[src/hdl/pdd_pkg.sv]
`timescale 1ns / 1ps
// Shared constants, types and helper functions for the top-1 pose detection decoder.
// Depends on nothing; all other files but pdd_ram refer to it by scoped names.

package pdd_pkg;

   // Record layout
   localparam int NUM_KP     = 17;
   localparam int VALUE_W    = 16;
   localparam int KP_BASE    = 5;
   localparam int KP_STRIDE  = 3;
   localparam int REC_LEN    = KP_BASE + KP_STRIDE * NUM_KP;
   localparam int CONF_IDX   = 4;
   localparam int BOX_READS  = 4;
   localparam int KP_READS   = 3;
   localparam int IDX_W      = 6;
   localparam int ENTRY_W    = $clog2(REC_LEN);
   localparam int KP_W       = (NUM_KP > 1) ? $clog2(NUM_KP) : 1;

   // Record store: three banks per entry, addressed as {bank, entry}
   localparam int NUM_BANKS  = 3;
   localparam int BANK_W     = 2;
   localparam int RAM_DEPTH  = NUM_BANKS << ENTRY_W;
   localparam int RAM_AW     = BANK_W + ENTRY_W;

   // Configuration widths and reset values
   localparam int THR_W      = 15;
   localparam int PAD_W      = 15;
   localparam int INV_W      = 24;
   localparam int CSR_W      = 24;
   localparam int CSR_IDX_W  = 2;
   localparam int THR_RESET  = 8192;
   localparam int PAD_RESET  = 0;
   localparam int INV_RESET  = 65536;

   // Result widths
   localparam int KIND_W     = 2;
   localparam int PN_W       = 5;
   localparam int COORD_W    = 19;
   localparam int SCORE_W    = 15;
   localparam int SCORE_MAX  = (1 << SCORE_W) - 1;

   // Letterbox arithmetic
   localparam int DIFF_BASE  = (VALUE_W > PAD_W + 1) ? VALUE_W : PAD_W + 1;
   localparam int DIFF_W     = DIFF_BASE + 3;
   localparam int PROD_W     = DIFF_W + INV_W + 1;
   localparam int RND_SHIFT  = 17;
   localparam int RND_HALF   = 1 << (RND_SHIFT - 1);
   localparam logic signed [COORD_W-1:0] COORD_MIN = {1'b1, {(COORD_W-1){1'b0}}};
   localparam logic signed [COORD_W-1:0] COORD_MAX = {1'b0, {(COORD_W-1){1'b1}}};

   // Result queue depth
   localparam int RSP_DEPTH  = 2;

   typedef enum logic [KIND_W-1:0] {
      KIND_BOX  = 2'd0,
      KIND_KP   = 2'd1,
      KIND_NONE = 2'd2
   } kind_type;

   typedef enum logic [CSR_IDX_W-1:0] {
      CSR_CONF_THR  = 2'd0,
      CSR_PAD_X     = 2'd1,
      CSR_PAD_Y     = 2'd2,
      CSR_INV_SCALE = 2'd3
   } csr_index_type;

   typedef logic [BANK_W-1:0] bank_type;
   typedef logic [REC_LEN-1:0][BANK_W-1:0] bank_vec_type;

   typedef struct packed {
      logic [THR_W-1:0] conf_threshold;
      logic [PAD_W-1:0] pad_x;
      logic [PAD_W-1:0] pad_y;
      logic [INV_W-1:0] inv_scale;
   } cfg_type;

   // Frame job handed from the front to the back
   typedef struct packed {
      logic                      valid;
      logic                      have_best;
      logic signed [VALUE_W-1:0] score;
   } job_type;

   // Back status seen by the front
   typedef struct packed {
      logic take;
      logic busy;
   } back_stat_type;

   typedef struct packed {
      kind_type                  kind;
      logic [PN_W-1:0]           point_number;
      logic signed [COORD_W-1:0] x_first;
      logic signed [COORD_W-1:0] y_first;
      logic signed [COORD_W-1:0] x_second;
      logic signed [COORD_W-1:0] y_second;
      logic [SCORE_W-1:0]        score;
      logic                      last_result;
   } result_type;

   // Lowest bank that holds neither of the two protected copies
   function automatic bank_type free_bank(input bank_type keep_a, input bank_type keep_b);
      bank_type f;
      f = BANK_W'(NUM_BANKS - 1);
      for (int i = NUM_BANKS - 1; i >= 0; i--) begin
         if (BANK_W'(i) != keep_a && BANK_W'(i) != keep_b) begin
            f = BANK_W'(i);
         end
      end
      return f;
   endfunction

   // Round a Q.22 product half up to Q.5 and clamp to the coordinate range
   function automatic logic signed [COORD_W-1:0] round_sat(
      input logic signed [PROD_W-1:0] prod
   );
      logic signed [PROD_W:0]           p;
      logic signed [PROD_W-RND_SHIFT:0] q;
      logic signed [COORD_W-1:0]        r;
      p = (PROD_W+1)'(prod) + (PROD_W+1)'(RND_HALF);
      q = p[PROD_W:RND_SHIFT];
      if (q < COORD_MIN) begin
         r = COORD_MIN;
      end else if (q > COORD_MAX) begin
         r = COORD_MAX;
      end else begin
         r = COORD_W'(q);
      end
      return r;
   endfunction

   // Clamp a confidence to [0, SCORE_MAX]
   function automatic logic [SCORE_W-1:0] sat_score(input logic signed [VALUE_W-1:0] s);
      logic [SCORE_W-1:0] r;
      if (int'(s) < 0) begin
         r = '0;
      end else if (int'(s) > SCORE_MAX) begin
         r = SCORE_W'(SCORE_MAX);
      end else begin
         r = SCORE_W'(s);
      end
      return r;
   endfunction

endpackage

[src/hdl/pdd_front.sv]
`timescale 1ns / 1ps
// Front end: accepts feature beats, stores them in the record RAM, tracks the best box
// per frame by bank pointers and queues one frame job for the back end. Uses pdd_pkg.

module pdd_front (
   input  logic                               clock,
   input  logic                               reset,
   input  logic                               push,
   output logic                               full,
   input  logic signed [pdd_pkg::VALUE_W-1:0] feature_value,
   input  logic [pdd_pkg::IDX_W-1:0]          feature_index,
   input  logic                               frame_end,
   input  pdd_pkg::cfg_type                   cfg,
   input  pdd_pkg::back_stat_type             stat,
   output pdd_pkg::job_type                   job,
   output pdd_pkg::bank_vec_type              emit_sel,
   output logic                               wr_en,
   output logic [pdd_pkg::RAM_AW-1:0]         wr_addr,
   output logic [pdd_pkg::VALUE_W-1:0]        wr_data
);

   // Per-entry bank pointers: current record, best record, record under emission
   pdd_pkg::bank_vec_type cur_sel_ff, cur_sel_in;
   pdd_pkg::bank_vec_type best_sel_ff, best_sel_in;
   pdd_pkg::bank_vec_type emit_sel_ff, emit_sel_in;

   logic signed [pdd_pkg::VALUE_W-1:0] cur_conf_ff, cur_conf_in;
   logic signed [pdd_pkg::VALUE_W-1:0] best_score_ff, best_score_in;
   logic                               have_best_ff, have_best_in;

   // One-deep job queue toward the back end
   logic                               pend_valid_ff, pend_valid_in;
   logic                               pend_have_best_ff, pend_have_best_in;
   logic signed [pdd_pkg::VALUE_W-1:0] pend_score_ff, pend_score_in;

   logic                         accept;
   logic                         in_range;
   logic [pdd_pkg::ENTRY_W-1:0]  entry;
   pdd_pkg::bank_type            lock_bank;
   pdd_pkg::bank_type            free;
   logic                         close;
   logic                         keep;

   // Input handshake: stall only while a finished frame waits for the back end
   assign full   = pend_valid_ff && !stat.take;
   assign accept = push && !full;

   // Pick a bank for the new beat that holds neither the best nor the emitted copy
   always_comb begin
      in_range  = int'(feature_index) < pdd_pkg::REC_LEN;
      entry     = pdd_pkg::ENTRY_W'(feature_index);
      lock_bank = stat.busy ? emit_sel_ff[entry] : best_sel_ff[entry];
      free      = pdd_pkg::free_bank(best_sel_ff[entry], lock_bank);
   end

   assign wr_en   = accept && in_range;
   assign wr_addr = {free, entry};
   assign wr_data = feature_value;

   // Record close, best tracking and frame hand-off
   always_comb begin
      cur_sel_in = cur_sel_ff;
      if (wr_en) begin
         cur_sel_in[entry] = free;
      end

      cur_conf_in = cur_conf_ff;
      if (wr_en && int'(feature_index) == pdd_pkg::CONF_IDX) begin
         cur_conf_in = feature_value;
      end

      close = accept && (int'(feature_index) == pdd_pkg::REC_LEN - 1 || frame_end);
      keep  = close && int'(cur_conf_in) > int'(best_score_ff)
                    && int'(cur_conf_in) > int'(cfg.conf_threshold);

      best_sel_in   = keep ? cur_sel_in : best_sel_ff;
      best_score_in = keep ? cur_conf_in : best_score_ff;
      have_best_in  = keep || have_best_ff;

      // Lock the best pointers for emission when the back end takes the job
      emit_sel_in = stat.take ? best_sel_ff : emit_sel_ff;

      pend_valid_in     = pend_valid_ff && !stat.take;
      pend_have_best_in = pend_have_best_ff;
      pend_score_in     = pend_score_ff;

      if (accept && frame_end) begin
         pend_valid_in     = 1'b1;
         pend_have_best_in = have_best_in;
         pend_score_in     = best_score_in;
         // clear per-frame state
         cur_conf_in       = '0;
         best_score_in     = '0;
         have_best_in      = 1'b0;
      end
   end

   always_ff @(posedge clock) begin
      if (reset) begin
         cur_sel_ff     <= '0;
         best_sel_ff    <= '0;
         emit_sel_ff    <= '0;
         cur_conf_ff    <= '0;
         best_score_ff  <= '0;
         have_best_ff   <= 1'b0;
         pend_valid_ff  <= 1'b0;
      end else begin
         cur_sel_ff     <= cur_sel_in;
         best_sel_ff    <= best_sel_in;
         emit_sel_ff    <= emit_sel_in;
         cur_conf_ff    <= cur_conf_in;
         best_score_ff  <= best_score_in;
         have_best_ff   <= have_best_in;
         pend_valid_ff  <= pend_valid_in;
      end
   end

   // Job payload
   always_ff @(posedge clock) begin
      pend_have_best_ff <= pend_have_best_in;
      pend_score_ff     <= pend_score_in;
   end

   assign job.valid     = pend_valid_ff;
   assign job.have_best = pend_have_best_ff;
   assign job.score     = pend_score_ff;
   assign emit_sel      = emit_sel_ff;

endmodule

[config.mk]
export PLATFORM = sky130hd
export DESIGN_NAME = pdd_front
export DESIGN_NICKNAME = d
export VERILOG_FILES = /design/src/hdl/pdd_pkg.sv /design/src/hdl/pdd_front.sv
export SDC_FILE = /design/constraint.sdc
export NUM_CORES = 1
export LEC_CHECK = 0
export ABC_AREA = 1
export ABC_CLOCK_PERIOD_IN_PS = 4950
export BUFFER_PORTS_ARGS = -buffer_cell sky130_fd_sc_hd__clkbuf_2
export CORE_ASPECT_RATIO = 0.5
export CORE_UTILIZATION = 58
export CTS_CLUSTER_DIAMETER = 200
export DETAILED_ROUTE_END_ITERATION = 8
export PLACE_DENSITY_LB_ADDON = 0.1
export REMOVE_ABC_BUFFERS = 1
export SETUP_SLACK_MARGIN = 0.15
export SYNTH_ARGS = -nofsm -noshare
export SYNTH_HDL_FRONTEND = slang
export SYNTH_SLANG_ARGS = --single-unit
[constraint.sdc]
create_clock -name clock -period 4.95 [get_ports clock]
set_clock_uncertainty 0.15 [all_clocks]
set_input_delay 0.495 -clock clock [delete_from_list [all_inputs] [get_ports clock]]
set_output_delay 0.495 -clock clock [all_outputs]
set_load 0.05 [all_outputs]
== Yosys cells after proc, flatten, opt, wreduce, memory -nomap -nowiden ==
Index checks and enable logic that the tools add are counted.
Word-level totals
  register bits after elaboration: 387
  latch bits: 0
  memory bits (writable): 0
  ROM bits: 0
  bits of input ports: 97
  output and inout port bits: 156
  memories: 0
Operators by class
  $add $sub $neg: 0
  multiply operators: 0
  divide/modulo/power cells: 0
  magnitude comparators: 5
  equal/unequal tests: 4
  shift operators: 0
  muxes and demuxes: 14
  bitwise operators: 0
  reductions and logical operators: 18
Operator list (number)
  $bwmux 112: 1
  $mux 112: 1
  $gt 16x16->1: 2
  $mux 16: 2
  $bmux 2 s6: 2
  $demux 2 s6: 1
  $mux 2: 6
  $logic_and 1x1->1: 11
  $lt 6x7->1 const B: 1
  $eq 6x4->1 const B: 1
  $eq 6x5->1 const B: 1
  $ge 6x1->1 const B: 1
  $lt 6x6->1 const B: 1
  $ne 1x2->1 const A: 2
  $reduce_bool 2->1: 2
  $logic_not 1->1: 2
  $logic_or 1x1->1: 2
  $reduce_or 2->1: 1
  $mux 1: 1

== Longest topological paths before layout ==
  depth in word-level cells: 11
  gate-level depth with buffers: 25

== Least setup slack after synthesis ==
Ideal clock, no wire load.
  kind: input -> register
  from: input port stat[1] (netlist name)
  to: register pend_score_ff[10] (netlist name) (data pin)
  data arrival time: 3.424 ns
  data required time: 4.541 ns
  slack: 1.117 ns
  cell stages on the path: 21
  path through: buf_2 -> o21ai_1 -> nor2_1 -> nand2_2 -> clkbuf_1 -> clkbuf_1 -> nand2_1 -> o21ai_0 -> ha_1 -> a21oi_1 -> o21a_1 -> nor2_1 -> o21bai_1 -> a21oi_1 -> o21ai_0 -> nand2_1 -> nand2_2 -> clkbuf_1 -> nand2_1 -> o21ai_0 -> inv_1
Between the ends
  word-level cells in the longest chain between the ends: 11
  elaborated cells on any way between the ends: 13
  those cells by class: order compare (2); mux (2); reduce/logical (9)
RTL lines
  from (decl): line pdd_front.sv:14  | input pdd_pkg::back_stat_type stat,
  $logic_not 1->1 (*): line pdd_front.sv:45  | assign full = pend_valid_ff && !stat.take;
  $logic_and 1x1->1 (*): line pdd_front.sv:45
  $logic_not 1->1 (*): line pdd_front.sv:46  | assign accept = push && !full;
  $logic_and 1x1->1 (*): line pdd_front.sv:46
  $logic_and 1x1->1: line pdd_front.sv:56  | assign wr_en = accept && in_range;
  $logic_and 1x1->1: line pdd_front.sv:68  | if (wr_en && int'(feature_index) == pdd_pkg::CONF_IDX) begin
  $mux 16: line pdd_front.sv:68
  $gt 16x16->1: line pdd_front.sv:73  | keep = close && int'(cur_conf_in) > int'(best_score_ff)
  $logic_and 1x1->1: line pdd_front.sv:73
  $logic_and 1x1->1: line pdd_front.sv:74  | && int'(cur_conf_in) > int'(cfg.conf_threshold);
  $mux 16 (*): line pdd_front.sv:77  | best_score_in = keep ? cur_conf_in : best_score_ff;
  to (signal assigned): line pdd_front.sv:121  | pend_score_ff <= pend_score_in;
  to (decl): line pdd_front.sv:34  | logic signed [pdd_pkg::VALUE_W-1:0] pend_score_ff, pend_score_in;
Mark *: on every way between the ends. The rest lies on a longest branch, timed or not.
A chain may end at the register's enable or synchronous reset.

== Worst setup path after layout ==
  from: register pend_valid_ff
  to: register best_sel_ff[95] (netlist name)
Between the ends
  word-level cells in the longest chain between the ends: 9
  elaborated cells on any way between the ends: 12
  those cells by class: order compare (2); mux (2); reduce/logical (8)
RTL lines
  from (decl): line pdd_front.sv:32  | logic pend_valid_ff, pend_valid_in;
  from (signal assigned): line pdd_front.sv:114  | pend_valid_ff <= pend_valid_in;
  $logic_and 1x1->1 (*): line pdd_front.sv:45
  $logic_not 1->1 (*): line pdd_front.sv:46
  $logic_and 1x1->1 (*): line pdd_front.sv:46
  $logic_and 1x1->1: line pdd_front.sv:56
  $logic_and 1x1->1: line pdd_front.sv:68
  $mux 16: line pdd_front.sv:68
  $gt 16x16->1: line pdd_front.sv:73
  $logic_and 1x1->1: line pdd_front.sv:73
  $logic_and 1x1->1: line pdd_front.sv:74
  to (signal assigned): line pdd_front.sv:109  | best_sel_ff <= best_sel_in;
  to (decl): line pdd_front.sv:24  | pdd_pkg::bank_vec_type best_sel_ff, best_sel_in;
Marked as above.

==> impl_metrics.env <==
export IMPL_outcome="finished, final reports clean"
export IMPL_setup_slack_ns=0.614
export IMPL_crit_cells=20
export IMPL_crit_type="reg2reg"
export IMPL_cp_endpoint="best_sel_ff[95]"
export IMPL_worst_hold_slack_ns=0.178
export IMPL_tns_ns=0
export IMPL_grt_max_degree=175
export IMPL_synthTopCellsByCount="770 x nand2_1, 370 x dfxtp_1, 260 x nor2_1"
export IMPL_reg2reg_depth=20
export IMPL_drt_iter0_markers=1210
export IMPL_place_ws_ns=0.266
export IMPL_cts_sinks=387
export IMPL_p_total_mw=6.83
export IMPL_post_drt_wl_per_cell_um=15.4
export IMPL_antenna_found_initial=0
export IMPL_ys_top_cells_by_area="dfxtp_1 42%, nand2_1 16%, a21oi_1 6.5%"
export IMPL_synth_top_area_cell="dfxtp_1"
export IMPL_clk_pin_slew_ns=0.07
export IMPL_cts_root_to_sink_buffers=3
export IMPL_synth_cells=2546
export IMPL_register_area_um2=7920
export IMPL_synth_adder_area_share_pct=2.18
export IMPL_finalCritPeriodShare_pct=87.6
export IMPL_p_leak_nw=9.95
export IMPL_worstPathArrival_ns=4.65
export IMPL_seq_area_frac_synth_pct=44.6
export IMPL_critPathLaunchType="flop"
export IMPL_crit_path_end_kind="flop"
export IMPL_r2r_slack_ns=0.61
export IMPL_hp_class="in2reg"
export IMPL_grt_pass1_wl_mm=75.5
export IMPL_synth_most_common_cell="nand2_1"
export IMPL_cpMaxStageDelayCell="nand2_2"
export IMPL_max_stage_delay_ns=0.46
export IMPL_yosys_warnings=0
export IMPL_synth_compound_area_share_pct=14.2
export IMPL_detail_route_antenna_nets=0
export IMPL_syn2layout_area_growth_pct=11.8
export IMPL_drt_vias_per_instance=5.24
export IMPL_synthXorXnorAreaFrac_pct=0
export IMPL_cp_cell_sequence="inv_1, o21ai_1, nor2_1, nand2_2, inv_1, or2_2, o21ai_0, ha_1, inv_1, a21oi_1, o21a_1, nor2_1, o21bai_1, a21oi_1, o21ai_0, nand2_1, nand2_4, clkinv_2, buf_12, a21oi_1"
export IMPL_crit_fanout=49
export IMPL_drive_above_1_share_pct=16.0
export IMPL_diodes=0
export IMPL_drtPass1Iterations=7
export IMPL_async_flop_share_pct=0
export IMPL_numCtsBuffers=36
export IMPL_fp_coreArea_um2=29600
export IMPL_min_period_ns=4.34
export IMPL_multi_input_area_um2=7960
export IMPL_slew_viol_final=0
export IMPL_crit_family="simple AND/OR/NAND/NOR gates"
export IMPL_maxCapViolations=0
export IMPL_die_area_um2=31400
export IMPL_vdd_drop_max_v=0.000199
export IMPL_syn_avg_cell_area_um2=6.98
export IMPL_powerDensity_nw_per_um2=344
export IMPL_io_pins=253
export IMPL_grt_pass1_vias=14500
export IMPL_ys_seq_elements=387
export IMPL_gp_congestion=0.958
export IMPL_cts_resized=0
export IMPL_drt_wl_total_mm=47.1
export IMPL_dieWidth_um=250
export IMPL_critPathBufInv=5
export IMPL_synth_top_family_by_area="simple AND/OR/NAND/NOR gates"
export IMPL_fmax_ghz=0.231
export IMPL_cts_setup_buffers=0
export IMPL_max_slew_margin_rel_pct=22.0
export IMPL_yosysTopAreaCellShare_pct=41.7
export IMPL_final_hold_viol_count=0
export IMPL_fp_row_count=44
export IMPL_cp_startpoint="pend_valid_ff"
export IMPL_initial_core_util_pct=60.1
export IMPL_r2r_start="pend_valid_ff"
export IMPL_die_h_um=126
export IMPL_via_count=16000
export IMPL_overflow=0
export IMPL_rsz0062_at_grt="no"
export IMPL_dpl_hpwl_mm=30.9
export IMPL_io_buffers=198
export IMPL_track_usage_pct=29.7
export IMPL_setup_violations_final=0
export IMPL_fill_cells=2682
export IMPL_synth_mux_area_share_pct=0
export IMPL_synth_edff_count=17
export IMPL_cts_tree="yes"
export IMPL_worstReg2RegEnd="best_sel_ff[95]"
export IMPL_required_ns=5.27
export IMPL_tightest_slew_ns=1.17
export IMPL_synth_ff_type="dfxtp_1"
export IMPL_synthSimpleGateAreaFrac_pct=28.4
export IMPL_syn_cell_area_um2=17800
export IMPL_final_nets=2773
export IMPL_htree_levels=2
export IMPL_hold_buffers=0
export IMPL_cts_root_buf="clkbuf_16"
export IMPL_drc_errors=0
export IMPL_synth_cell_types=36
export IMPL_clk_latency_ns=0.54
flip-flops by register name, summed over array words and instances (netlist names):
register and flops:
cur_sel_ff 112, best_sel_ff 112, best_score_ff 16, emit_sel 112, pend_score_ff 16, cur_conf_ff 16, have_best_ff 1, pend_valid_ff 1
pend_have_best_ff 1
cells by family (layout without fill, tap and decap cells):
logic type	Yosys count	count (layout)
compound gates	474	474
fa+ha+maj	31	31
buf+inv	428	549
flops	387	387
simple gates	1226	1226
how the worst min path moves through the flow:
stage                     slack (ns)  cells after the start              start               to
final                           0.18                      5  feature_value[15]  cur_conf_ff[15]
after global routing            0.21                      5  feature_value[15]  cur_conf_ff[15]
after CTS                       0.17                      5  feature_value[15]  cur_conf_ff[15]
after detailed placement        0.30                      2       have_best_ff     have_best_ff
after global placement          0.30                      2       have_best_ff     have_best_ff
after floorplan                 0.29                      2       have_best_ff     have_best_ff
where the power goes:
| part | switching [mW] | internal [mW] |
|---|---|---|
| logic | 0.628 | 0.181 |
| clock network | 1.21 | 1.59 |
| registers | 0.0389 | 3.19 |
| total | 1.87 | 4.96 |
placed cells by master, fill, tap and decap left out, types with 3 or more instances in the layout:
cell type / n
a21oi_1: 231
a21oi_2: 10
buf_12: 12
buf_4: 20
bufinv_16: 3
clkbuf_1: 8
clkbuf_16: 37
clkbuf_2: 194
clkbuf_8: 4
clkinv_2: 8
dfxtp_1: 370
edfxtp_1: 17
ha_1: 31
inv_1: 255
inv_2: 5
nand2_1: 769
nand3_1: 51
nand4_1: 5
nor2_1: 260
nor2_2: 3
nor2_4: 3
nor3_1: 6
o211ai_1: 34
o21ai_0: 159
o21ai_1: 32
or2_2: 120
per-stage QoR:
stage | cells | util, % | cell area [µm²]
final | 3058 | 67.2 | 19900
after detailed placement | 2998 | 63.3 | 18700
after floorplan | 2380 | - | 16900
after global routing | 3058 | 67.2 | 19900
after CTS | 3058 | 67.2 | 19900
after global placement | 2998 | 63.3 | 18700
area by class of cell:
type | instances | share of cell area, %
Clock buffer | 49 | 5.09
Timing Repair Buffer | 227 | 6.91
Multi-Input combinational cell | 1731 | 40.1
Sequential cell | 387 | 39.8
Inverter | 262 | 4.98
Clock inverter | 11 | 0.661
Tap cell | 391 | 2.46
worst min-delay path: stages:
cell and delay, ns:
clkbuf_2 0.09, inv_1 0.07, o21ai_2 0.08, inv_1 0.05, nor2_1 0.03
per-layer routing:
layer	GRT usage, %	vias up	wire, µm
met5	0	-	0
met4	8.24	0	1050
met3	4.71	71	3430
met2	48.1	536	21100
met1	41.4	7281	21500
li1	-	8138	-
Note: power is estimated with default switching activity, not from simulation.
