`config.mk`:
```
export PLATFORM = sky130hd
export DESIGN_NAME = pdd_back
export DESIGN_NICKNAME = d
export VERILOG_FILES = /design/src/hdl/pdd_pkg.sv /design/src/hdl/pdd_back.sv
export SDC_FILE = /design/constraint.sdc
export NUM_CORES = 2
export LEC_CHECK = 0
export BUFFER_PORTS_ARGS = -buffer_cell sky130_fd_sc_hd__buf_2
export CAP_MARGIN = 15
export CORE_UTILIZATION = 50
export CTS_CLUSTER_SIZE = 14
export DETAILED_ROUTE_END_ITERATION = 8
export PLACE_DENSITY_LB_ADDON = 0.12
export SLEW_MARGIN = 10
export SYNTH_ARGS = -nofsm -noshare
export SYNTH_HDL_FRONTEND = slang
export SYNTH_SLANG_ARGS = --single-unit
```
`constraint.sdc`:
```
create_clock -name clock -period 6.7 [get_ports clock]
set_input_delay 0.335 -clock clock [delete_from_list [all_inputs] [get_ports clock]]
set_output_delay 0.335 -clock clock [all_outputs]
set_load 0.05 [all_outputs]
```
`src/hdl/pdd_pkg.sv`:
```
`timescale 1ns / 1ps
// Shared constants, types and helper functions for the top-1 pose detection decoder.
// Depends on nothing; all other files but pdd_ram refer to it by scoped names.

package pdd_pkg;

   // Record layout
   localparam int NUM_KP     = 17;
   localparam int VALUE_W    = 16;
   localparam int KP_BASE    = 5;
   localparam int KP_STRIDE  = 3;
   localparam int REC_LEN    = KP_BASE + KP_STRIDE * NUM_KP;
   localparam int CONF_IDX   = 4;
   localparam int BOX_READS  = 4;
   localparam int KP_READS   = 3;
   localparam int IDX_W      = 6;
   localparam int ENTRY_W    = $clog2(REC_LEN);
   localparam int KP_W       = (NUM_KP > 1) ? $clog2(NUM_KP) : 1;

   // Record store: three banks per entry, addressed as {bank, entry}
   localparam int NUM_BANKS  = 3;
   localparam int BANK_W     = 2;
   localparam int RAM_DEPTH  = NUM_BANKS << ENTRY_W;
   localparam int RAM_AW     = BANK_W + ENTRY_W;

   // Configuration widths and reset values
   localparam int THR_W      = 15;
   localparam int PAD_W      = 15;
   localparam int INV_W      = 24;
   localparam int CSR_W      = 24;
   localparam int CSR_IDX_W  = 2;
   localparam int THR_RESET  = 8192;
   localparam int PAD_RESET  = 0;
   localparam int INV_RESET  = 65536;

   // Result widths
   localparam int KIND_W     = 2;
   localparam int PN_W       = 5;
   localparam int COORD_W    = 19;
   localparam int SCORE_W    = 15;
   localparam int SCORE_MAX  = (1 << SCORE_W) - 1;

   // Letterbox arithmetic
   localparam int DIFF_BASE  = (VALUE_W > PAD_W + 1) ? VALUE_W : PAD_W + 1;
   localparam int DIFF_W     = DIFF_BASE + 3;
   localparam int PROD_W     = DIFF_W + INV_W + 1;
   localparam int RND_SHIFT  = 17;
   localparam int RND_HALF   = 1 << (RND_SHIFT - 1);
   localparam logic signed [COORD_W-1:0] COORD_MIN = {1'b1, {(COORD_W-1){1'b0}}};
   localparam logic signed [COORD_W-1:0] COORD_MAX = {1'b0, {(COORD_W-1){1'b1}}};

   // Result queue depth
   localparam int RSP_DEPTH  = 2;

   typedef enum logic [KIND_W-1:0] {
      KIND_BOX  = 2'd0,
      KIND_KP   = 2'd1,
      KIND_NONE = 2'd2
   } kind_type;

   typedef enum logic [CSR_IDX_W-1:0] {
      CSR_CONF_THR  = 2'd0,
      CSR_PAD_X     = 2'd1,
      CSR_PAD_Y     = 2'd2,
      CSR_INV_SCALE = 2'd3
   } csr_index_type;

   typedef logic [BANK_W-1:0] bank_type;
   typedef logic [REC_LEN-1:0][BANK_W-1:0] bank_vec_type;

   typedef struct packed {
      logic [THR_W-1:0] conf_threshold;
      logic [PAD_W-1:0] pad_x;
      logic [PAD_W-1:0] pad_y;
      logic [INV_W-1:0] inv_scale;
   } cfg_type;

   // Frame job handed from the front to the back
   typedef struct packed {
      logic                      valid;
      logic                      have_best;
      logic signed [VALUE_W-1:0] score;
   } job_type;

   // Back status seen by the front
   typedef struct packed {
      logic take;
      logic busy;
   } back_stat_type;

   typedef struct packed {
      kind_type                  kind;
      logic [PN_W-1:0]           point_number;
      logic signed [COORD_W-1:0] x_first;
      logic signed [COORD_W-1:0] y_first;
      logic signed [COORD_W-1:0] x_second;
      logic signed [COORD_W-1:0] y_second;
      logic [SCORE_W-1:0]        score;
      logic                      last_result;
   } result_type;

   // Lowest bank that holds neither of the two protected copies
   function automatic bank_type free_bank(input bank_type keep_a, input bank_type keep_b);
      bank_type f;
      f = BANK_W'(NUM_BANKS - 1);
      for (int i = NUM_BANKS - 1; i >= 0; i--) begin
         if (BANK_W'(i) != keep_a && BANK_W'(i) != keep_b) begin
            f = BANK_W'(i);
         end
      end
      return f;
   endfunction

   // Round a Q.22 product half up to Q.5 and clamp to the coordinate range
   function automatic logic signed [COORD_W-1:0] round_sat(
      input logic signed [PROD_W-1:0] prod
   );
      logic signed [PROD_W:0]           p;
      logic signed [PROD_W-RND_SHIFT:0] q;
      logic signed [COORD_W-1:0]        r;
      p = (PROD_W+1)'(prod) + (PROD_W+1)'(RND_HALF);
      q = p[PROD_W:RND_SHIFT];
      if (q < COORD_MIN) begin
         r = COORD_MIN;
      end else if (q > COORD_MAX) begin
         r = COORD_MAX;
      end else begin
         r = COORD_W'(q);
      end
      return r;
   endfunction

   // Clamp a confidence to [0, SCORE_MAX]
   function automatic logic [SCORE_W-1:0] sat_score(input logic signed [VALUE_W-1:0] s);
      logic [SCORE_W-1:0] r;
      if (int'(s) < 0) begin
         r = '0;
      end else if (int'(s) > SCORE_MAX) begin
         r = SCORE_W'(SCORE_MAX);
      end else begin
         r = SCORE_W'(s);
      end
      return r;
   endfunction

endpackage

```
`src/hdl/pdd_back.sv`:
```
`timescale 1ns / 1ps
// Back end: sequencer that reads the best record from the record RAM, undoes the letterbox
// with one shared multiplier and pushes box and keypoint results. Uses pdd_pkg.

module pdd_back (
   input  logic                        clock,
   input  logic                        reset,
   input  pdd_pkg::cfg_type            cfg,
   input  pdd_pkg::job_type            job,
   input  pdd_pkg::bank_vec_type       emit_sel,
   output pdd_pkg::back_stat_type      stat,
   output logic                        rd_en,
   output logic [pdd_pkg::RAM_AW-1:0]  rd_addr,
   input  logic [pdd_pkg::VALUE_W-1:0] rd_data,
   input  logic                        res_full,
   output logic                        res_push,
   output pdd_pkg::result_type         res
);

   typedef enum logic [6:0] {
      ST_IDLE  = 7'b0000001,
      ST_READ  = 7'b0000010,
      ST_WAIT  = 7'b0000100,
      ST_DIFF  = 7'b0001000,
      ST_MUL   = 7'b0010000,
      ST_ROUND = 7'b0100000,
      ST_PUSH  = 7'b1000000
   } back_state_type;

   localparam int SLOT_W = 2;

   back_state_type state_ff, state_in;

   logic                             none_ff, none_in;
   logic                             is_box_ff, is_box_in;
   logic [pdd_pkg::KP_W-1:0]         kp_ff, kp_in;
   logic [pdd_pkg::ENTRY_W-1:0]      base_ff, base_in;
   logic [SLOT_W-1:0]                slot_ff, slot_in;
   logic [SLOT_W-1:0]                cc_ff, cc_in;
   logic                             cap_valid_ff;
   logic [SLOT_W-1:0]                cap_slot_ff;
   logic signed [pdd_pkg::VALUE_W-1:0] score_ff;
   logic signed [pdd_pkg::VALUE_W-1:0] opnd_ff [pdd_pkg::BOX_READS];
   logic signed [pdd_pkg::DIFF_W-1:0]  diff_ff;
   logic signed [pdd_pkg::PROD_W-1:0]  prod_ff;
   logic signed [pdd_pkg::COORD_W-1:0] coord_ff [pdd_pkg::BOX_READS];

   logic [pdd_pkg::ENTRY_W-1:0]        rd_entry;
   logic [SLOT_W-1:0]                  last_slot;
   logic [SLOT_W-1:0]                  last_cc;
   logic                               last_kp;
   logic signed [pdd_pkg::VALUE_W-1:0] cen;
   logic signed [pdd_pkg::VALUE_W-1:0] ext;
   logic [pdd_pkg::PAD_W-1:0]          pad;
   logic signed [pdd_pkg::DIFF_W-1:0]  cen_x;
   logic signed [pdd_pkg::DIFF_W-1:0]  ext_x;
   logic [pdd_pkg::DIFF_W-1:0]         pad_x2;
   logic signed [pdd_pkg::DIFF_W-1:0]  diff;
   logic signed [pdd_pkg::INV_W:0]     inv_s;
   logic signed [pdd_pkg::PROD_W-1:0]  prod;

   assign stat.take = (state_ff == ST_IDLE) && job.valid;
   assign stat.busy = (state_ff != ST_IDLE);

   // Record RAM read: one entry per cycle from the locked bank
   assign rd_entry  = base_ff + pdd_pkg::ENTRY_W'(slot_ff);
   assign rd_en     = (state_ff == ST_READ);
   assign rd_addr   = {emit_sel[rd_entry], rd_entry};

   assign last_slot = is_box_ff ? SLOT_W'(pdd_pkg::BOX_READS - 1)
                                : SLOT_W'(pdd_pkg::KP_READS - 1);
   assign last_cc   = is_box_ff ? SLOT_W'(3) : SLOT_W'(1);
   assign last_kp   = (int'(kp_ff) == pdd_pkg::NUM_KP - 1);

   // Corner or point difference in Q.6: 2*center +/- extent - 2*pad
   always_comb begin
      cen    = cc_ff[0] ? opnd_ff[1] : opnd_ff[0];
      ext    = is_box_ff ? (cc_ff[0] ? opnd_ff[3] : opnd_ff[2]) : '0;
      pad    = cc_ff[0] ? cfg.pad_y : cfg.pad_x;
      cen_x  = pdd_pkg::DIFF_W'(cen);
      ext_x  = pdd_pkg::DIFF_W'(ext);
      pad_x2 = pdd_pkg::DIFF_W'(pad) << 1;
      if (cc_ff[1]) begin
         diff = (cen_x <<< 1) + ext_x - $signed(pad_x2);
      end else begin
         diff = (cen_x <<< 1) - ext_x - $signed(pad_x2);
      end
   end

   assign inv_s = $signed({1'b0, cfg.inv_scale});
   assign prod  = diff_ff * inv_s;

   // Result assembly
   always_comb begin
      res.kind         = pdd_pkg::KIND_KP;
      res.point_number = pdd_pkg::PN_W'(kp_ff);
      res.x_first      = coord_ff[0];
      res.y_first      = coord_ff[1];
      res.x_second     = '0;
      res.y_second     = '0;
      res.score        = pdd_pkg::sat_score(opnd_ff[2]);
      res.last_result  = last_kp;
      if (none_ff) begin
         res.kind         = pdd_pkg::KIND_NONE;
         res.point_number = '0;
         res.x_first      = '0;
         res.y_first      = '0;
         res.score        = '0;
         res.last_result  = 1'b1;
      end else if (is_box_ff) begin
         res.kind         = pdd_pkg::KIND_BOX;
         res.point_number = '0;
         res.x_second     = coord_ff[2];
         res.y_second     = coord_ff[3];
         res.score        = pdd_pkg::sat_score(score_ff);
         res.last_result  = 1'b0;
      end
   end

   assign res_push = (state_ff == ST_PUSH) && !res_full;

   // Sequencer
   always_comb begin
      state_in  = state_ff;
      none_in   = none_ff;
      is_box_in = is_box_ff;
      kp_in     = kp_ff;
      base_in   = base_ff;
      slot_in   = slot_ff;
      cc_in     = cc_ff;
      unique case (state_ff)
         ST_IDLE: begin
            if (job.valid) begin
               none_in   = !job.have_best;
               is_box_in = 1'b1;
               kp_in     = '0;
               base_in   = '0;
               slot_in   = '0;
               state_in  = job.have_best ? ST_READ : ST_PUSH;
            end
         end
         ST_READ: begin
            slot_in = slot_ff + SLOT_W'(1);
            if (slot_ff == last_slot) begin
               state_in = ST_WAIT;
            end
         end
         ST_WAIT: begin
            cc_in    = '0;
            state_in = ST_DIFF;
         end
         ST_DIFF: begin
            state_in = ST_MUL;
         end
         ST_MUL: begin
            state_in = ST_ROUND;
         end
         ST_ROUND: begin
            cc_in    = cc_ff + SLOT_W'(1);
            state_in = (cc_ff == last_cc) ? ST_PUSH : ST_DIFF;
         end
         ST_PUSH: begin
            if (!res_full) begin
               slot_in = '0;
               if (none_ff || (!is_box_ff && last_kp)) begin
                  state_in = ST_IDLE;
               end else if (is_box_ff) begin
                  is_box_in = 1'b0;
                  kp_in     = '0;
                  base_in   = pdd_pkg::ENTRY_W'(pdd_pkg::KP_BASE);
                  state_in  = ST_READ;
               end else begin
                  kp_in     = kp_ff + pdd_pkg::KP_W'(1);
                  base_in   = base_ff + pdd_pkg::ENTRY_W'(pdd_pkg::KP_STRIDE);
                  state_in  = ST_READ;
               end
            end
         end
         default: begin
            state_in = ST_IDLE;
         end
      endcase
   end

   always_ff @(posedge clock) begin
      if (reset) begin
         state_ff     <= ST_IDLE;
         none_ff      <= 1'b0;
         is_box_ff    <= 1'b0;
         kp_ff        <= '0;
         base_ff      <= '0;
         slot_ff      <= '0;
         cc_ff        <= '0;
         cap_valid_ff <= 1'b0;
      end else begin
         state_ff     <= state_in;
         none_ff      <= none_in;
         is_box_ff    <= is_box_in;
         kp_ff        <= kp_in;
         base_ff      <= base_in;
         slot_ff      <= slot_in;
         cc_ff        <= cc_in;
         cap_valid_ff <= rd_en;
      end
   end

   // Datapath: operand capture, difference, product, rounded coordinate
   always_ff @(posedge clock) begin
      cap_slot_ff <= slot_ff;
      if (stat.take) begin
         score_ff <= job.score;
      end
      if (cap_valid_ff) begin
         opnd_ff[cap_slot_ff] <= $signed(rd_data);
      end
      if (state_ff == ST_DIFF) begin
         diff_ff <= diff;
      end
      if (state_ff == ST_MUL) begin
         prod_ff <= prod;
      end
      if (state_ff == ST_ROUND) begin
         coord_ff[cc_ff] <= pdd_pkg::round_sat(prod_ff);
      end
   end

endmodule

```
# Word-level counts from Yosys, hierarchy flattened

Memories as Yosys holds them, arrays and structs flattened.
Cells that the tools add are included.

Logic and storage cells: 112
Flip-flop bits (word level): 106
Output and inout port bits: 111
RAM bits: 140
Memories: 2
Input port bits: 218

Memories:

| name     | words | width | read ports | clocked after memory_dff | wr ports | RTL line       | RTL |
|---|---|---|---|---|---|---|---|
| coord_ff | 4     | 19    | 4          | 0                        | 1        | pdd_back.sv:46 | `logic signed [pdd_pkg::COORD_W-1:0] coord_ff [pdd_pkg::BOX_READS];` |
| opnd_ff  | 4     | 16    | 4          | 0                        | 1        | pdd_back.sv:43 | `logic signed [pdd_pkg::VALUE_W-1:0] opnd_ff [pdd_pkg::BOX_READS];` |

$mul: 1
Reduce and logical (&&, ||, !) cells: 14
Add/subtract/negate cells: 10
Eq/ne operators: 15
Order comparisons: 7
Mux-type cells: 51

Operators with widths:

| kind                     | number |
|---|---|
| $mux W19                 | 4 |
| $mux W38                 | 2 |
| $mux W15                 | 5 |
| $mux W16                 | 4 |
| $mux W54                 | 1 |
| $pmux W7 S7              | 1 |
| $add A44 B18 Y45 const B | 1 |
| $mul A19 B25 Y44         | 1 |
| $mux W7                  | 6 |
| $sub A18 B17 Y19         | 2 |
| $gt A16 B16 Y1 const B   | 2 |
| $lt A16 B1 Y1 const B    | 2 |
| $mux W6                  | 5 |
| $gt A28 B19 Y1 const B   | 1 |
| $lt A28 B19 Y1 const B   | 1 |
| $mux W5                  | 4 |
| $add A17 B16 Y18         | 1 |
| $sub A17 B16 Y18         | 1 |
| $bmux W2 S6              | 1 |
| $pmux W6 S2              | 1 |
| $mux W2                  | 5 |
| $pmux W5 S2              | 1 |
| $mux W1                  | 8 |
| $eq A7 B1 Y1 const B     | 1 |
| other kinds (27)         | 37 |

# Longest topological paths before layout

Depth after elaboration: 6
Gate-level depth with buffers: 25
Gate-level depth less buffers: 24

# Worst setup path after synthesis

Ideal clock, no wire load.

Path type: in2reg
Start point: in cfg[9] in the netlist's numbering
End point: reg prod_ff[40] in the netlist's numbering (data pin)
Stages on the path: 23
Library setup time: 0.256 ns
Setup slack: 0.023 ns
Required time: 6.444 ns
Arrival time: 6.421 ns
Path buffers: 2
Path through: clkbuf_1 > clkbuf_1 > nand2_1 > fa_1 > fa_1 > inv_1 > fa_1 > inv_1 > fa_1 > inv_1 > fa_1 > fa_1 > ha_1 > ha_1 > o21ai_0 > o221a_2 > o21ai_2 > o41ai_4 > o211ai_2 > a311o_4 > a31oi_4 > o311ai_1 > o211a_1

Longest elaborated chain between the ends: 1

Ends and longest elaborated chain:

| what                 | RTL line        | RTL |
|---|---|---|
| from (decl)          | pdd_back.sv:8   | `input pdd_pkg::cfg_type cfg,` |
| $mul A19 B25 Y44     | pdd_back.sv:91  | `assign prod = diff_ff * inv_s;` |
| via prod (one bit)   | pdd_back.sv:60  | `logic signed [pdd_pkg::PROD_W-1:0] prod;` |
| to (signal assigned) | pdd_back.sv:220 | `prod_ff <= prod;` |
| to (decl)            | pdd_back.sv:45  | `logic signed [pdd_pkg::PROD_W-1:0] prod_ff;` |

The timed path passes the listed nets, and every way through them passes these cells.
A chain may end at the register's enable or synchronous reset.

# Final worst setup path

Start point: reg diff_ff[13] in the netlist's numbering
End point: reg prod_ff[40] in the netlist's numbering (data pin)

Longest elaborated chain between the ends: 1

Ends and longest elaborated chain:

| what                   | RTL line        | RTL |
|---|---|---|
| from (decl)            | pdd_back.sv:44  | `logic signed [pdd_pkg::DIFF_W-1:0] diff_ff;` |
| from (signal assigned) | pdd_back.sv:217 | `diff_ff <= diff;` |
| $mul A19 B25 Y44       | pdd_back.sv:91  |  |
| via prod (one bit)     | pdd_back.sv:60  |  |

The timed path passes the listed nets, and every way through them passes these cells.

==> results.py <==
metrics = {
    "worst_setup_path": {
        "slowest_delay_ns": 0.58,
        "endpoint_kind": "flip-flop",
        "crit_chain": "buf_4 -> nand2_1 -> fa_1 -> fa_1 -> fa_1 -> fa_2 -> fa_2 -> inv_2 -> fa_2 -> fa_1 -> ha_4 -> a21oi_2 -> o21ai_2 -> o41ai_4 -> buf_6 -> o211ai_4 -> a311o_4 -> a31oi_4 -> o311ai_2 -> o211a_1",
        "crit_fanout": 11,
        "required_ns": 7.01,
        "cp_common_cell": "fa_1",
        "crit_path_start_kind": "flip-flop",
        "worstSetupPathType": "flip-flop to flip-flop",
        "slowest_stage": "fa_1",
        "worstPathArrival_ns": 6.97,
    },
    "sta": {
        "slew_headroom_pct": 24.88,
        "rsz0062_at_grt": "true",
        "finalCritPeriodShare_pct": 99.39,
        "tightest_slew_ns": 1.124,
        "fin_crit_ns": 6.659,
        "fin_skew_ns": 0.01750,
        "final_max_slew_viol_count": 0,
        "fmax_ghz": 0.1502,
        "hold_viol": 0,
        "setup_viol": 0,
    },
    "grt": {
        "antenna_found_initial": 2,
        "grt_use_total_pct": 24.53,
        "grt_remaining_overflow": 0,
        "grt_max_degree": 47,
        "grt_pass1_wl_mm": 108.8,
        "grt_pass1_vias": 21373,
    },
    "cells_and_area": {
        "area_growth_pct": 18.26,
        "final_cells": 3793,
        "multi_input_area_sq_um": 19000,
        "utilization_pct": 60.11,
        "drive_gt1_share_pct": 21.87,
        "fillers": 4579,
        "layout.nets": 3912,
        "seqCellArea_sq_um": 6639,
    },
    "power": {
        "ir_drop_mv": 0.5384,
        "p_total_mw": 12.82,
        "power_leakage_nw": 15.36,
        "powerDensity_nw_per_um2": 394.8,
    },
    "synthesis": {
        "synth-seq-cells": 230,
        "synth.most_common_cell": "inv_1",
        "async_flop_share_pct": 0,
        "yosys-top-cells-count": "inv_1 (493), fa_1 (404), nand2_1 (288)",
        "synth_edf_count": 203,
        "syn_avg_cell_area_sq_um": 10.33,
        "yosysWarnings": 0,
        "synth_cells": 2659,
        "yosys-top-cells-area": "fa_1 (29%), edfxtp_1 (22%), ha_1 (9.7%), inv_1 (6.7%), and2_1 (5.9%)",
        "synth_cell_types": 84,
        "ys.flop_type": "edfxtp_1",
        "syn_area_sq_um": 27460,
        "yosysTopAreaCellShare_pct": 29.45,
        "synth.net_count": 3494,
        "yosysTopAreaCell": "fa_1",
        "seq_area_frac_synth_pct": 24.17,
    },
    "floorplanning": {
        "die_h_um": 236.3,
        "core_sq_um": 54030,
        "initial_core_util_pct": 50.82,
        "die_x_um": 236.3,
        "num_rows": 85,
        "ios": 329,
        "dieArea_sq_um": 55860,
    },
    "placed_design": {
        "hpwl_mm": 55.41,
        "portBuffers": 313,
        "place_inst": 3692,
        "gp_congestion": 0.8674,
    },
    "drt": {
        "vias": 19975,
        "viasPerCell": 5.266,
        "detail-route-antenna-nets": 0,
        "wl_mm": 67.85,
        "drc": 0,
        "drtIter0Drc": 1027,
        "firstDrtPassIters": 5,
        "avgRoutedWirePerCell_um": 17.89,
    },
    "cts": {
        "clockBufferDepth": 3,
        "htree_levels": 1,
        "cts.sinks": 230,
        "cts_made_buffers": 27,
        "clk_latency_ns": 0.56,
        "cts_root_buf": "clkbuf_16",
        "cts_tree": "done",
        "path_clk_slew_ns": 0.06,
    },
    "run": {
        "drv_cap": 0,
    },
    "run_status": {
        "outcome": "completed",
    },
    "worst_hold_path": {
        "min_path_type": "primary input to flip-flop",
    },
}
[logic make-up after synthesis]
logic type | count (synthesis) | share of synthesized area, %
adders and majority gates | 618 | 39.20
DFF | 230 | 24.17
and+or+nand+nor | 785 | 14.68
buffers and inverters | 606 | 8.343
muxes | 93 | 4.990
AOI/OAI and AO/OA | 244 | 5.978
xor gates and xnor gates | 83 | 2.647
[timing repair]
item,in CTS,in global routing
gates resized for setup,23,75
hold endpoints to repair,64,0
pin swaps,14,59
setup endpoints to repair,13,14
cloned,0,1
setup buffers,10,13
hold buffers,28,0
[sequential cells by signal, summed over array words and instances (netlist names)]
signal / count
coord_ff: 76
opnd_ff: 64
prod_ff: 28
diff_ff: 19
score_ff: 16
state_ff: 7
base_ff: 6
kp_ff: 5
cap_slot_ff: 2
cc_ff: 2
slot_ff: 2
cap_valid_ff: 1
is_box_ff: 1
none_ff: 1
[critical path, delay by kind of cell (launching register included)]
family          cells  cell delay (ns)
buf+inv             3             0.50
fa+ha+maj           8             3.74
compound gates      8             1.55
flops               1             0.52
simple gates        1             0.10
[layout make-up]
class	instances	share of cell area [%]
timing repair buffer	501	10.08
clock inverter	14	0.4161
multi-input combinational	1823	58.50
sequential	230	20.44
clock buffer	33	2.150
antenna	2	0.01541
inverter	494	5.710
tap	696	2.682
[per-stage QoR]
stage | TNS [ns] | worst slack, ns | hold WS (ns) | area [sq um]
final | 0 | 0.04058 | 0.03065 | 32470
after global routing | -0.6085 | -0.1107 | 0.01409 | 32470
after CTS | 0 | 0.008443 | 0.007189 | 31940
after detailed placement | -1.664 | -0.2760 | 0.4527 | 30650
after global placement | -0.2076 | -0.06800 | 0.4482 | 30650
after floorplan | 0 | 0.02342 | 0.4021 | 27460
[per-layer routing]
layer	GRT usage, %	routed length, um	up-vias
met1	31.15	28170	10097
met3	2.914	3055	109
met5	0	13	-
met2	43.53	34420	492
met4	7.832	2197	2
li1	-	-	9275
[layout by cell type, fill, tap and decap left out, types with 16 or more instances in the layout]
cell	netlist	routed
nand2_1	288	287
o21ai_0	31	29
nand2b_1	16	16
a21oi_1	92	88
dlygate4sd3_1	0	28
clkbuf_16	0	27
mux2i_1	30	30
a21o_1	35	35
edfxtp_1	203	203
fa_1	404	389
buf_4	2	126
buf_2	7	314
nand3_1	26	23
ha_1	213	190
nor2_1	67	66
mux2_2	30	30
inv_1	493	488
mux4_2	32	32
xor2_1	35	34
nor2b_1	57	56
and2_1	258	250
dfxtp_1	27	25
buf_6	0	21
nand4_1	16	16
xnor2_1	48	48
ha_4	0	20
[report_power, final]
part	leakage, nW	switching [mW]	internal (mW)	total (mW)
Combinational	12.9	5.08	4.34	9.42
Sequential	2.06	0.0530	1.94	2.00
Clock	0.404	0.587	0.817	1.40
Total	15.4	5.72	7.10	12.8
[final timing paths]
check                                  from             end  slack, ns  cells after the start
worst min-delay path             rd_data[4]   opnd_ff[2][4]       0.03                      1
worst max-delay path            diff_ff[13]     prod_ff[40]       0.04                     20
worst min register to register   slot_ff[1]  cap_slot_ff[1]       0.45                      0
worst max register to register  diff_ff[13]     prod_ff[40]       0.04                     20
No activity file was read; power rests on OpenSTA's default activity.
